$ cat src/sv/tscbr_pkg.sv
package tscbr_pkg;

   localparam int CAPACITY            = 32768;
   localparam int MAX_TS_PER_DATAGRAM = 16;
   localparam int SLOT_W              = $clog2(CAPACITY);
   localparam int COUNT_W             = 16;
   localparam int TPD_W               = 5;
   localparam int RATE_W              = 30;
   localparam int US_W                = 10;
   localparam int PROD_W              = RATE_W + US_W;
   localparam int CREDIT_W            = 48;
   localparam int COST_W              = 35;
   localparam int CSR_IDX_W           = 3;
   localparam int CSR_DATA_W          = 30;

   localparam logic [RATE_W-1:0]  RATE_MAX   = 30'd1000000000;
   localparam logic [RATE_W-1:0]  RATE_RESET = 30'd100000000;
   localparam logic [COST_W-1:0]  TS_COST    = 35'd1504000000;  // 188 bytes * 8 * 1e6 us
   localparam logic [31:0]        NULL_WORD  = 32'h471F_FF10;

   localparam logic [CSR_IDX_W-1:0] REG_BITRATE   = 3'd0;
   localparam logic [CSR_IDX_W-1:0] REG_TPD       = 3'd1;
   localparam logic [CSR_IDX_W-1:0] REG_SLOTS     = 3'd2;
   localparam logic [CSR_IDX_W-1:0] REG_THRESHOLD = 3'd3;
   localparam logic [CSR_IDX_W-1:0] REG_ACC_EMPTY = 3'd4;

   localparam logic [1:0] KIND_REPLY  = 2'd0;
   localparam logic [1:0] KIND_CACHED = 2'd1;
   localparam logic [1:0] KIND_NULL   = 2'd2;

   localparam logic OP_ARRIVAL = 1'b0;
   localparam logic OP_TICK    = 1'b1;

   typedef enum logic [2:0] {
      ST_IDLE,
      ST_ARRIVE,
      ST_MUL,
      ST_ADD,
      ST_DECIDE,
      ST_SEND
   } state_type;

   typedef struct packed {
      logic [RATE_W-1:0]  bitrate;
      logic [TPD_W-1:0]   tpd;
      logic [COUNT_W-1:0] slots;
      logic [COUNT_W-1:0] threshold;
      logic               acc_empty;
   } cfg_type;

   typedef struct packed {
      logic load;
      logic arrive;
      logic mul;
      logic add;
      logic decide;
      logic send;
   } cmd_type;

   typedef struct packed {
      logic credit_pos;
      logic send_last;
   } status_type;

endpackage

$ cat src/sv/tscbr_csr.sv
module tscbr_csr (
   input  logic                                clock,
   input  logic                                reset,
   input  logic                                csr_valid,
   output logic                                csr_ready,
   input  logic [tscbr_pkg::CSR_IDX_W-1:0]     csr_index,
   input  logic [tscbr_pkg::CSR_DATA_W-1:0]    csr_data,
   output tscbr_pkg::cfg_type                  cfg_out
);
   import tscbr_pkg::*;

   logic [RATE_W-1:0]  bitrate_ff;
   logic [TPD_W-1:0]   tpd_ff;
   logic [COUNT_W-1:0] slots_ff;
   logic [COUNT_W-1:0] threshold_ff;
   logic               acc_empty_ff;
   logic               write_en;

   assign csr_ready = 1'b1;
   assign write_en  = csr_valid && csr_ready;

   always_ff @(posedge clock) begin
      if (reset) begin
         bitrate_ff   <= RATE_RESET;
         tpd_ff       <= TPD_W'(7);
         slots_ff     <= COUNT_W'(30000);
         threshold_ff <= COUNT_W'(10000);
         acc_empty_ff <= 1'b0;
      end else if (write_en) begin
         unique case (csr_index)
            REG_BITRATE:   bitrate_ff   <= csr_data[RATE_W-1:0];
            REG_TPD:       tpd_ff       <= csr_data[TPD_W-1:0];
            REG_SLOTS:     slots_ff     <= csr_data[COUNT_W-1:0];
            REG_THRESHOLD: threshold_ff <= csr_data[COUNT_W-1:0];
            REG_ACC_EMPTY: acc_empty_ff <= csr_data[0];
            default: ;
         endcase
      end
   end

   // clamp to the usable ranges
   always_comb begin
      cfg_out.bitrate = bitrate_ff;
      if (bitrate_ff == '0) cfg_out.bitrate = RATE_W'(1);
      else if (bitrate_ff > RATE_MAX) cfg_out.bitrate = RATE_MAX;

      cfg_out.tpd = tpd_ff;
      if (tpd_ff == '0) cfg_out.tpd = TPD_W'(1);
      else if (tpd_ff > TPD_W'(MAX_TS_PER_DATAGRAM)) cfg_out.tpd = TPD_W'(MAX_TS_PER_DATAGRAM);

      cfg_out.slots = slots_ff;
      if (slots_ff < COUNT_W'(2)) cfg_out.slots = COUNT_W'(2);
      else if (slots_ff > COUNT_W'(CAPACITY)) cfg_out.slots = COUNT_W'(CAPACITY);

      cfg_out.threshold = threshold_ff;
      cfg_out.acc_empty = acc_empty_ff;
   end

endmodule

$ cat src/sv/tscbr_ctrl.sv
module tscbr_ctrl (
   input  logic                   clock,
   input  logic                   reset,
   input  logic                   start,
   input  logic                   req_operation,
   input  tscbr_pkg::status_type  status,
   output tscbr_pkg::cmd_type     cmd,
   output logic                   busy
);
   import tscbr_pkg::*;

   state_type state_ff;
   state_type state_in;

   always_ff @(posedge clock) begin
      if (reset) begin
         state_ff <= ST_IDLE;
      end else begin
         state_ff <= state_in;
      end
   end

   always_comb begin
      state_in = state_ff;
      unique case (state_ff)
         ST_IDLE: begin
            if (start) begin
               state_in = (req_operation == OP_TICK) ? ST_MUL : ST_ARRIVE;
            end
         end
         ST_ARRIVE: state_in = ST_IDLE;
         ST_MUL:    state_in = ST_ADD;
         ST_ADD:    state_in = ST_DECIDE;
         ST_DECIDE: state_in = status.credit_pos ? ST_SEND : ST_IDLE;
         ST_SEND: begin
            if (status.send_last) state_in = ST_IDLE;
         end
         default:   state_in = ST_IDLE;
      endcase
   end

   always_comb begin
      cmd        = '0;
      busy       = (state_ff != ST_IDLE);
      cmd.load   = (state_ff == ST_IDLE) && start;
      cmd.arrive = (state_ff == ST_ARRIVE);
      cmd.mul    = (state_ff == ST_MUL);
      cmd.add    = (state_ff == ST_ADD);
      cmd.decide = (state_ff == ST_DECIDE);
      cmd.send   = (state_ff == ST_SEND);
   end

endmodule

$ cat src/sv/tscbr_datapath.sv
module tscbr_datapath (
   input  logic                                clock,
   input  logic                                reset,
   input  tscbr_pkg::cfg_type                  cfg,
   input  tscbr_pkg::cmd_type                  cmd,
   output tscbr_pkg::status_type               status,
   input  logic [tscbr_pkg::US_W-1:0]          req_elapsed_us,
   input  logic                                req_source_drained,
   output logic                                rsp_strobe,
   output logic [1:0]                          rsp_result_kind,
   output logic [tscbr_pkg::SLOT_W-1:0]        rsp_slot,
   output logic                                rsp_accepted,
   output logic [31:0]                         rsp_null_header,
   output logic                                rsp_last_in_datagram,
   output logic [tscbr_pkg::COUNT_W-1:0]       rsp_fill_count,
   output logic                                rsp_ready_res
);
   import tscbr_pkg::*;

   logic [SLOT_W-1:0]   wi_ff, wi_in;
   logic [SLOT_W-1:0]   ri_ff, ri_in;
   logic [COUNT_W-1:0]  cnt_ff, cnt_in;
   logic                rdy_ff, rdy_in;
   logic [CREDIT_W-1:0] credit_ff, credit_in;

   logic [US_W-1:0]     us_ff, us_in;
   logic                drained_ff, drained_in;
   logic [PROD_W-1:0]   prod_ff, prod_in;
   logic                cached_ff, cached_in;
   logic [TPD_W-1:0]    idx_ff, idx_in;

   logic                strobe_ff, strobe_in;
   logic [1:0]          kind_ff, kind_in;
   logic [SLOT_W-1:0]   slot_ff, slot_in;
   logic                acc_ff, acc_in;
   logic [31:0]         hdr_ff, hdr_in;
   logic                last_ff, last_in;
   logic [COUNT_W-1:0]  fill_ff, fill_in;
   logic                rres_ff, rres_in;

   logic [COUNT_W:0]    cnt_inc;
   logic [COUNT_W-1:0]  cnt_dec;
   logic [SLOT_W:0]     wi_next, ri_next;
   logic [CREDIT_W:0]   credit_sum;
   logic [COST_W-1:0]   cost;
   logic                credit_pos;
   logic                idx_end;
   logic                send_last;

   assign cnt_inc    = {1'b0, cnt_ff} + (COUNT_W+1)'(1);
   assign cnt_dec    = cnt_ff - COUNT_W'(1);
   assign wi_next    = {1'b0, wi_ff} + (SLOT_W+1)'(1);
   assign ri_next    = {1'b0, ri_ff} + (SLOT_W+1)'(1);
   assign credit_sum = {credit_ff[CREDIT_W-1], credit_ff}
                     + {{(CREDIT_W+1-PROD_W){1'b0}}, prod_ff};
   assign cost       = COST_W'(cfg.tpd * TS_COST);
   assign credit_pos = !credit_ff[CREDIT_W-1] && (credit_ff != '0);
   assign idx_end    = ((idx_ff + TPD_W'(1)) == cfg.tpd);
   assign send_last  = cached_ff ? (idx_end || (cnt_dec == '0)) : idx_end;

   assign status.credit_pos = credit_pos;
   assign status.send_last  = send_last;

   always_comb begin
      wi_in      = wi_ff;
      ri_in      = ri_ff;
      cnt_in     = cnt_ff;
      rdy_in     = rdy_ff;
      credit_in  = credit_ff;
      us_in      = us_ff;
      drained_in = drained_ff;
      prod_in    = prod_ff;
      cached_in  = cached_ff;
      idx_in     = idx_ff;

      strobe_in  = 1'b0;
      kind_in    = kind_ff;
      slot_in    = slot_ff;
      acc_in     = acc_ff;
      hdr_in     = hdr_ff;
      last_in    = last_ff;
      fill_in    = fill_ff;
      rres_in    = rres_ff;

      if (cmd.load) begin
         // drop indices left stale by a smaller ring size
         us_in      = req_elapsed_us;
         drained_in = req_source_drained;
         if ({1'b0, wi_ff} >= cfg.slots) wi_in = '0;
         if ({1'b0, ri_ff} >= cfg.slots) ri_in = '0;
      end

      if (cmd.arrive) begin
         strobe_in = 1'b1;
         kind_in   = KIND_REPLY;
         hdr_in    = '0;
         last_in   = 1'b0;
         if (cnt_inc >= {1'b0, cfg.slots}) begin
            slot_in = '0;
            acc_in  = 1'b0;
            fill_in = cnt_ff;
            rres_in = rdy_ff;
         end else begin
            slot_in = wi_ff;
            acc_in  = 1'b1;
            wi_in   = (wi_next >= {1'b0, cfg.slots}) ? '0 : wi_next[SLOT_W-1:0];
            cnt_in  = cnt_inc[COUNT_W-1:0];
            if (cnt_inc[COUNT_W-1:0] > cfg.threshold) rdy_in = 1'b1;
            fill_in = cnt_inc[COUNT_W-1:0];
            rres_in = rdy_in;
         end
      end

      if (cmd.mul) begin
         prod_in = PROD_W'(us_ff * cfg.bitrate);
      end

      if (cmd.add) begin
         // credit only grows here, so only the top bound can be hit
         if (credit_sum[CREDIT_W:CREDIT_W-1] == 2'b01) begin
            credit_in = {1'b0, {(CREDIT_W-1){1'b1}}};
         end else begin
            credit_in = credit_sum[CREDIT_W-1:0];
         end
      end

      if (cmd.decide && credit_pos) begin
         // credit is positive, so charging the full datagram cannot underflow
         credit_in = credit_ff - {{(CREDIT_W-COST_W){1'b0}}, cost};
         cached_in = (rdy_ff || drained_ff) && (cnt_ff != '0);
         idx_in    = '0;
      end

      if (cmd.send) begin
         strobe_in = 1'b1;
         acc_in    = 1'b0;
         last_in   = send_last;
         idx_in    = idx_ff + TPD_W'(1);
         if (cached_ff) begin
            kind_in = KIND_CACHED;
            slot_in = ri_ff;
            hdr_in  = '0;
            ri_in   = (ri_next >= {1'b0, cfg.slots}) ? '0 : ri_next[SLOT_W-1:0];
            cnt_in  = cnt_dec;
            if ((cnt_dec == '0) && cfg.acc_empty) rdy_in = 1'b0;
            fill_in = cnt_dec;
            rres_in = rdy_in;
         end else begin
            kind_in = KIND_NULL;
            slot_in = '0;
            hdr_in  = NULL_WORD;
            fill_in = cnt_ff;
            rres_in = rdy_ff;
         end
      end
   end

   always_ff @(posedge clock) begin
      if (reset) begin
         wi_ff     <= '0;
         ri_ff     <= '0;
         cnt_ff    <= '0;
         rdy_ff    <= 1'b0;
         credit_ff <= '0;
         strobe_ff <= 1'b0;
      end else begin
         wi_ff     <= wi_in;
         ri_ff     <= ri_in;
         cnt_ff    <= cnt_in;
         rdy_ff    <= rdy_in;
         credit_ff <= credit_in;
         strobe_ff <= strobe_in;
      end
   end

   always_ff @(posedge clock) begin
      us_ff      <= us_in;
      drained_ff <= drained_in;
      prod_ff    <= prod_in;
      cached_ff  <= cached_in;
      idx_ff     <= idx_in;
      kind_ff    <= kind_in;
      slot_ff    <= slot_in;
      acc_ff     <= acc_in;
      hdr_ff     <= hdr_in;
      last_ff    <= last_in;
      fill_ff    <= fill_in;
      rres_ff    <= rres_in;
   end

   assign rsp_strobe           = strobe_ff;
   assign rsp_result_kind      = kind_ff;
   assign rsp_slot             = slot_ff;
   assign rsp_accepted         = acc_ff;
   assign rsp_null_header      = hdr_ff;
   assign rsp_last_in_datagram = last_ff;
   assign rsp_fill_count       = fill_ff;
   assign rsp_ready_res        = rres_ff;

endmodule

$ cat src/sv/ts_cbr_pacer_with_null_stuffing_top.sv
// Constant-bitrate pacer for transport packets with null stuffing.
// Issue a word on the req_ ports with start; it is taken when busy is low.
// An arrival (req_operation 0) yields one reply word: granted ring slot or
// refusal, with the fill count and ready flag that follow it.
// A tick (req_operation 1) adds req_elapsed_us * bitrate to the send credit;
// if the credit is then positive, a datagram of up to ts_per_datagram words
// follows (cached slots, or null packets), one word per cycle.
// Results appear on the rsp_ ports for one cycle each, marked by rsp_strobe;
// the receiver cannot stall, and none is needed.
// Arrival: the ARRIVE state builds the reply and the rsp_ registers hold it;
// a new word is taken only once the block is back in idle.
// Tick: credit work runs through the latch, the MUL, ADD and DECIDE states
// (10x30 multiply, saturating add, charge), then SEND issues the results.
// Configuration writes on the csr_ channel are always ready and must land
// while the block is idle. Synchronous reset clears the ring state, the
// credit and the strobe, and loads the register defaults.
module ts_cbr_pacer_with_null_stuffing_top (
   input  logic                                clock,
   input  logic                                reset,
   input  logic                                start,
   output logic                                busy,
   input  logic                                req_operation,
   input  logic [tscbr_pkg::US_W-1:0]          req_elapsed_us,
   input  logic                                req_source_drained,
   output logic                                rsp_strobe,
   output logic [1:0]                          rsp_result_kind,
   output logic [tscbr_pkg::SLOT_W-1:0]        rsp_slot,
   output logic                                rsp_accepted,
   output logic [31:0]                         rsp_null_header,
   output logic                                rsp_last_in_datagram,
   output logic [tscbr_pkg::COUNT_W-1:0]       rsp_fill_count,
   output logic                                rsp_ready_res,
   input  logic                                csr_valid,
   output logic                                csr_ready,
   input  logic [tscbr_pkg::CSR_IDX_W-1:0]     csr_index,
   input  logic [tscbr_pkg::CSR_DATA_W-1:0]    csr_data
);
   import tscbr_pkg::*;

   cfg_type    cfg;
   cmd_type    cmd;
   status_type status;

   tscbr_csr u_csr (
      .clock     (clock),
      .reset     (reset),
      .csr_valid (csr_valid),
      .csr_ready (csr_ready),
      .csr_index (csr_index),
      .csr_data  (csr_data),
      .cfg_out   (cfg)
   );

   tscbr_ctrl u_ctrl (
      .clock         (clock),
      .reset         (reset),
      .start         (start),
      .req_operation (req_operation),
      .status        (status),
      .cmd           (cmd),
      .busy          (busy)
   );

   tscbr_datapath u_datapath (
      .clock                (clock),
      .reset                (reset),
      .cfg                  (cfg),
      .cmd                  (cmd),
      .status               (status),
      .req_elapsed_us       (req_elapsed_us),
      .req_source_drained   (req_source_drained),
      .rsp_strobe           (rsp_strobe),
      .rsp_result_kind      (rsp_result_kind),
      .rsp_slot             (rsp_slot),
      .rsp_accepted         (rsp_accepted),
      .rsp_null_header      (rsp_null_header),
      .rsp_last_in_datagram (rsp_last_in_datagram),
      .rsp_fill_count       (rsp_fill_count),
      .rsp_ready_res        (rsp_ready_res)
   );

endmodule
$ cat config.mk
export PLATFORM = sky130hd
export DESIGN_NAME = ts_cbr_pacer_with_null_stuffing_top
export DESIGN_NICKNAME = d
export VERILOG_FILES = /design/src/sv/tscbr_pkg.sv /design/src/sv/tscbr_csr.sv /design/src/sv/tscbr_ctrl.sv /design/src/sv/tscbr_datapath.sv /design/src/sv/ts_cbr_pacer_with_null_stuffing_top.sv
export SDC_FILE = /design/constraint.sdc
export NUM_CORES = 2
export LEC_CHECK = 0
export ABC_AREA = 1
export BUFFER_PORTS_ARGS = -buffer_cell sky130_fd_sc_hd__buf_2
export CORE_MARGIN = 2
export CORE_UTILIZATION = 40
export DETAILED_ROUTE_END_ITERATION = 8
export PLACE_DENSITY = 0.52
export SLEW_MARGIN = 20
export SYNTH_ARGS = -nofsm -noshare
export SYNTH_HDL_FRONTEND = slang
export SYNTH_HIERARCHICAL = 1
export SYNTH_SLANG_ARGS = --single-unit
$ cat constraint.sdc
create_clock -name clock -period 6.7 [get_ports clock]
set_clock_uncertainty 0.05 [all_clocks]
set_input_delay 1.005 -clock clock [delete_from_list [all_inputs] [get_ports clock]]
set_output_delay 1.005 -clock clock [all_outputs]
set_load 0.005 [all_outputs]
# Word level (Yosys, flattened, before mapping)
# Cells that the tools add are included.
# Widths: inputs -> output; s select.
totals:
  n_memories: 0
  regBits: 292
  ramBits: 0
  romBits: 0
  in_bits: 49
  latchBits: 0
  out_inout_bits: 71
classes:
  reduce_logical: 25
  eq_ne: 13
  order_cmp: 10
  n_shift: 0
  add_sub_neg: 7
  n_mux: 58
  n_mul: 2
  bitwise_logic: 0
  div_mod_pow: 0
op_table:
  columns: ["cell", "n"]
  rows:
  - ["$mux 15", 14]
  - ["$mux 16", 9]
  - ["$mux 48", 3]
  - ["$mux 32", 2]
  - ["$mux 30", 2]
  - ["$add 48x41->49", 1]
  - ["$reduce_bool 48->1", 1]
  - ["$sub 48x35->48", 1]
  - ["$mul 10x30->40", 1]
  - ["$add 15x1->16 const B", 2]
  - ["$ge 15x16->1", 2]
  - ["$ge 16x16->1", 2]
  - ["$mux 31", 1]
  - ["$gt 30x30->1 const B", 1]
  - ["$logic_not 30->1", 1]
  - ["$mul 5x20->24 const B", 1]
  - ["$mux 5", 4]
  - ["$add 16x1->17 const B", 1]
  - ["$ge 17x16->1", 1]
  - ["$gt 16x16->1", 1]
  - ["$gt 16x16->1 const B", 1]
  - ["$logic_not 16->1", 1]
  - ["$lt 16x2->1 const B", 1]
  - ["$reduce_bool 16->1", 1]
  - ["other kinds (22)", 60]

# Logic depth before layout (Yosys ltp)
depth:
  word_depth: 9
  ltp_mapped: 34

# By module
# Netlist, hierarchy kept.
modules_own_cells:
  columns: ["mod", "cells_per_inst", "area_each_um2", "n_inst"]
  rows:
  - ["tscbr_datapath", 4060, 28177.0, 1]
  - ["tscbr_csr", 446, 3221.8, 1]
  - ["tscbr_ctrl", 32, 205.2, 1]

# Worst setup path after synthesis
# No wires, ideal clock.
synth_path:
  kind: "register -> register"
  start: "register u_csr.bitrate_ff[17]"
  end: "register u_datapath.prod_ff[34], data pin"
  t_arrival_ns: 5.668
  stages_incl_launch_ff: 28
  t_required_ns: 6.391
  path_slack_ns: 0.724
  n_path_buf: 2
  path_cell_list: "dfxtp_1 -> inv_2 -> nor2_2 -> nand3_1 -> nor2_2 -> nand3_4 -> buf_6 -> a21oi_2 -> clkbuf_1 -> nand2_1 -> fa_1 -> inv_1 -> fa_1 -> inv_1 -> fa_1 -> inv_1 -> fa_1 -> inv_1 -> fa_1 -> inv_1 -> ha_1 -> nand2_1 -> inv_1 -> a21oi_1 -> o21ai_0 -> a221oi_1 -> nand2_1 -> xor2_1"
synth_rtl:
  columns: ["element", "line", "source"]
  rows:
  - ["start, declared", "tscbr_csr.sv:12", "logic [RATE_W-1:0] bitrate_ff;"]
  - ["start signal, assigned", "tscbr_csr.sv:31", "REG_BITRATE: bitrate_ff <= csr_data[RATE_W-1:0];"]
  - ["end signal, assigned", "tscbr_datapath.sv:179", "prod_ff <= prod_in;"]
  - ["end, declared", "tscbr_datapath.sv:28", "logic [PROD_W-1:0] prod_ff, prod_in;"]

==> impl_metrics.toml <==
[place]
pre_cts_ws_ns = 0.136
dp_cells = 5600
gp_congestion = 0.980
port_buffers = 104
placed_area_mm2 = 0.0332
dp_hpwl_mm = 82.9

[power_and_ir_drop]
power_mw = 12.9
p_comb_share_pct = 65.7
p_seq_share_pct = 17.3
switching_share_pct = 49.2
leakage_nw = 18.3
clock_power_share_pct = 17.0
p_switching_mw = 6.33
ir_worst_vdd_mv = 0.534
p_int_mw = 6.55
power.density_mw_per_mm2 = 371

[setup_path]
cp-start-kind = "flip-flop"
crit_required_ns = 6.97
crit_arrival_ns = 6.75
path_buf_inv = 8
cp_max_fo = 6
cpMaxStageDelayCell = "fa_1"
crit_family = "adder cells"
critical_path.max_stage_delay_ns = 0.53
crit_top_cell = "inv_1"
endpoint_kind = "flip-flop"
crit_type = "flip-flop to flip-flop"

[floorplanning]
dieArea_mm2 = 0.0813
die_h_um = 285
rows = 103
core-area_mm2 = 0.0786
start_util_pct = 40.2
die_w_um = 285
io_pins = 120

[layout]
area_growth_pct = 9.71
utilization_pct = 44.1
seq_area_mm2 = 0.00613
nFillCells = 8377
fin_nets = 5165
diodes = 0
design_area_mm2 = 0.0347
multi_input_area_mm2 = 0.0214
final_cells = 5671
drive_above_1_share_pct = 7.47

[status]
run_status = "finished clean"

[global_route]
grt_max_degree = 53
overflow = 0
grt_pass1_wl_mm = 161
grt_usage_pct = 25.1
antenna_found_initial = 1
grt_pass1_vias = 28700

[sta]
hold_violations = 0
setup-violations-final = 0
max_slew_margin_pct = 40.7
tns_ns = 0
layout_worst_path_cycle_share_pct = 96.8
hold_slack_ns = 0.414
finalWorstSetupSlack_ns = 0.215
max_clock_freq_mhz = 154
maxSlewViolCount = 0
rsz0062_at_grt = "true"
tightestPinTransition_ns = 0.890
min_period_ns = 6.49

[synthesis]
synth.avg_cell_area_um2 = 6.96
synth_edf_count = 92
ys_ff_latch = 260
synth_ff_type = "dfxtp_1"
syn_area_mm2 = 0.0316
synth_cells = 4538
async_flop_share_pct = 0
yosysWarnings = 6
synth_cell_types = 55
yosysSeqAreaShare_pct = 19.4

[route]
drtPass1Iterations = 6
final_antenna_net_count = 0
wl_per_cell_um = 18.1
num_vias = 29000
drt-vias-per-instance = 5.12
routed_wl_mm = 103
drt_iter0_markers = 1973
drc = 0

[cts]
clock_latency_ns = 0.61
hold_buffers = 0
cts_inserted_buffers = 37
clkSinkCount = 260
path_clk_slew_ns = 0.06
root_buffer = "clkbuf_16"
htree_levels = 2
cts_tree = "built"
clockBufferDepth = 3

[min_path]
hold_class = "flip-flop to flip-flop"

[flow_run]
drv_cap = 0
-- cells by family (layout without fill, tap and decap cells) --
| logic type | count (synthesis) | count (layout) | synth area share [%] |
|---|---|---|---|
| buffers and inverters | 1070 | 1139 | 13.4 |
| XOR/XNOR | 154 | 154 | 4.27 |
| other | 2 | 15 | 0.0238 |
| adder cells (fa/ha/maj) | 523 | 523 | 26.3 |
| flip-flops | 260 | 260 | 19.4 |
| AND/OR/NAND/NOR | 1841 | 1842 | 24.6 |
| AO/OA/AOI/OAI | 688 | 688 | 12.1 |
-- power by group through the flow --
stage	logic, mW	clock network, mW	registers, mW
2_1_floorplan	5.79	0	2.16
3_3_place_gp	8.32	0	2.26
3_5_place_dp	8.35	0	2.26
4_1_cts	8.39	2.24	2.22
5_1_grt	9.57	2.30	2.24
6_report	8.47	2.19	2.23
-- flip-flops by register name (all words and copies together) (netlist names), 16 cells and up --
name	count
u_csr/bitrate_ff	30
u_csr/slots_ff	16
u_csr/threshold_ff	16
u_datapath/cnt_ff	16
u_datapath/credit_ff	48
u_datapath/prod_ff	40
u_datapath/rsp_fill_count	16
-- cell usage after synthesis, drive strengths merged, types with 65 or more instances --
master,number,share of area (%)
buf,76,1.6
nand4,65,1.4
o21ai,207,3.3
nand3,264,4.3
clkbuf,106,1.3
edfxtp,92,8.7
inv,885,11
fa,234,15
nand2,1076,13
a21oi,339,5.5
dfxtp,168,11
xor2,100,2.8
nor2,354,4.4
ha,289,11
-- tightest hold or removal path, cell delays in order (launching register included) --
cell	delay [ns]
dfxtp_1	0.31
nand2_1	0.06
a21oi_1	0.05
-- worst paths after layout --
check / from / endpoint / slack [ns] / depth (start not counted)
max: u_csr/bitrate_ff[20] / u_datapath/prod_ff[34] / 0.21 / 28
min: u_csr/threshold_ff[14] / u_csr/threshold_ff[14] / 0.41 / 2
max reg2reg: u_csr/bitrate_ff[20] / u_datapath/prod_ff[34] / 0.21 / 28
min reg2reg: u_csr/threshold_ff[14] / u_csr/threshold_ff[14] / 0.41 / 2
-- repair_timing --
item / CTS / global route
setup buffers: 0 / 3
endpoints found under the setup margin: 0 / 26
gates resized for setup: 0 / 28
-- placed cells by master (no fill, tap or decap), drive strengths merged, types with 45 or more instances in the layout --
master     n
o21ai    207
dfxtp    168
nand3    265
ha       289
clkbuf    45
nand2   1076
xor2     100
nor3      50
xnor2     54
inv      888
buf      184
nor2     354
a21oi    339
fa       234
edfxtp    92
nand4     65
-- area by class of cell --
class,instances,area share [%]
clock inverter,22,0.935
multi-input combinational,3222,61.8
clock buffer,45,2.97
tap,1050,3.79
inverter,888,9.61
timing repair buffer,184,3.27
sequential,260,17.7
-- layer usage --
metal / up-vias / routed length, µm / global-route usage (%)
li1: 14500 / - / -
met1: 13700 / 48700 / 35.4
met2: 763 / 46100 / 40.8
met3: 145 / 5260 / 2.63
met4: 0 / 2750 / 6.75
met5: - / 0 / 0
Power figures use the tool's default switching activity.
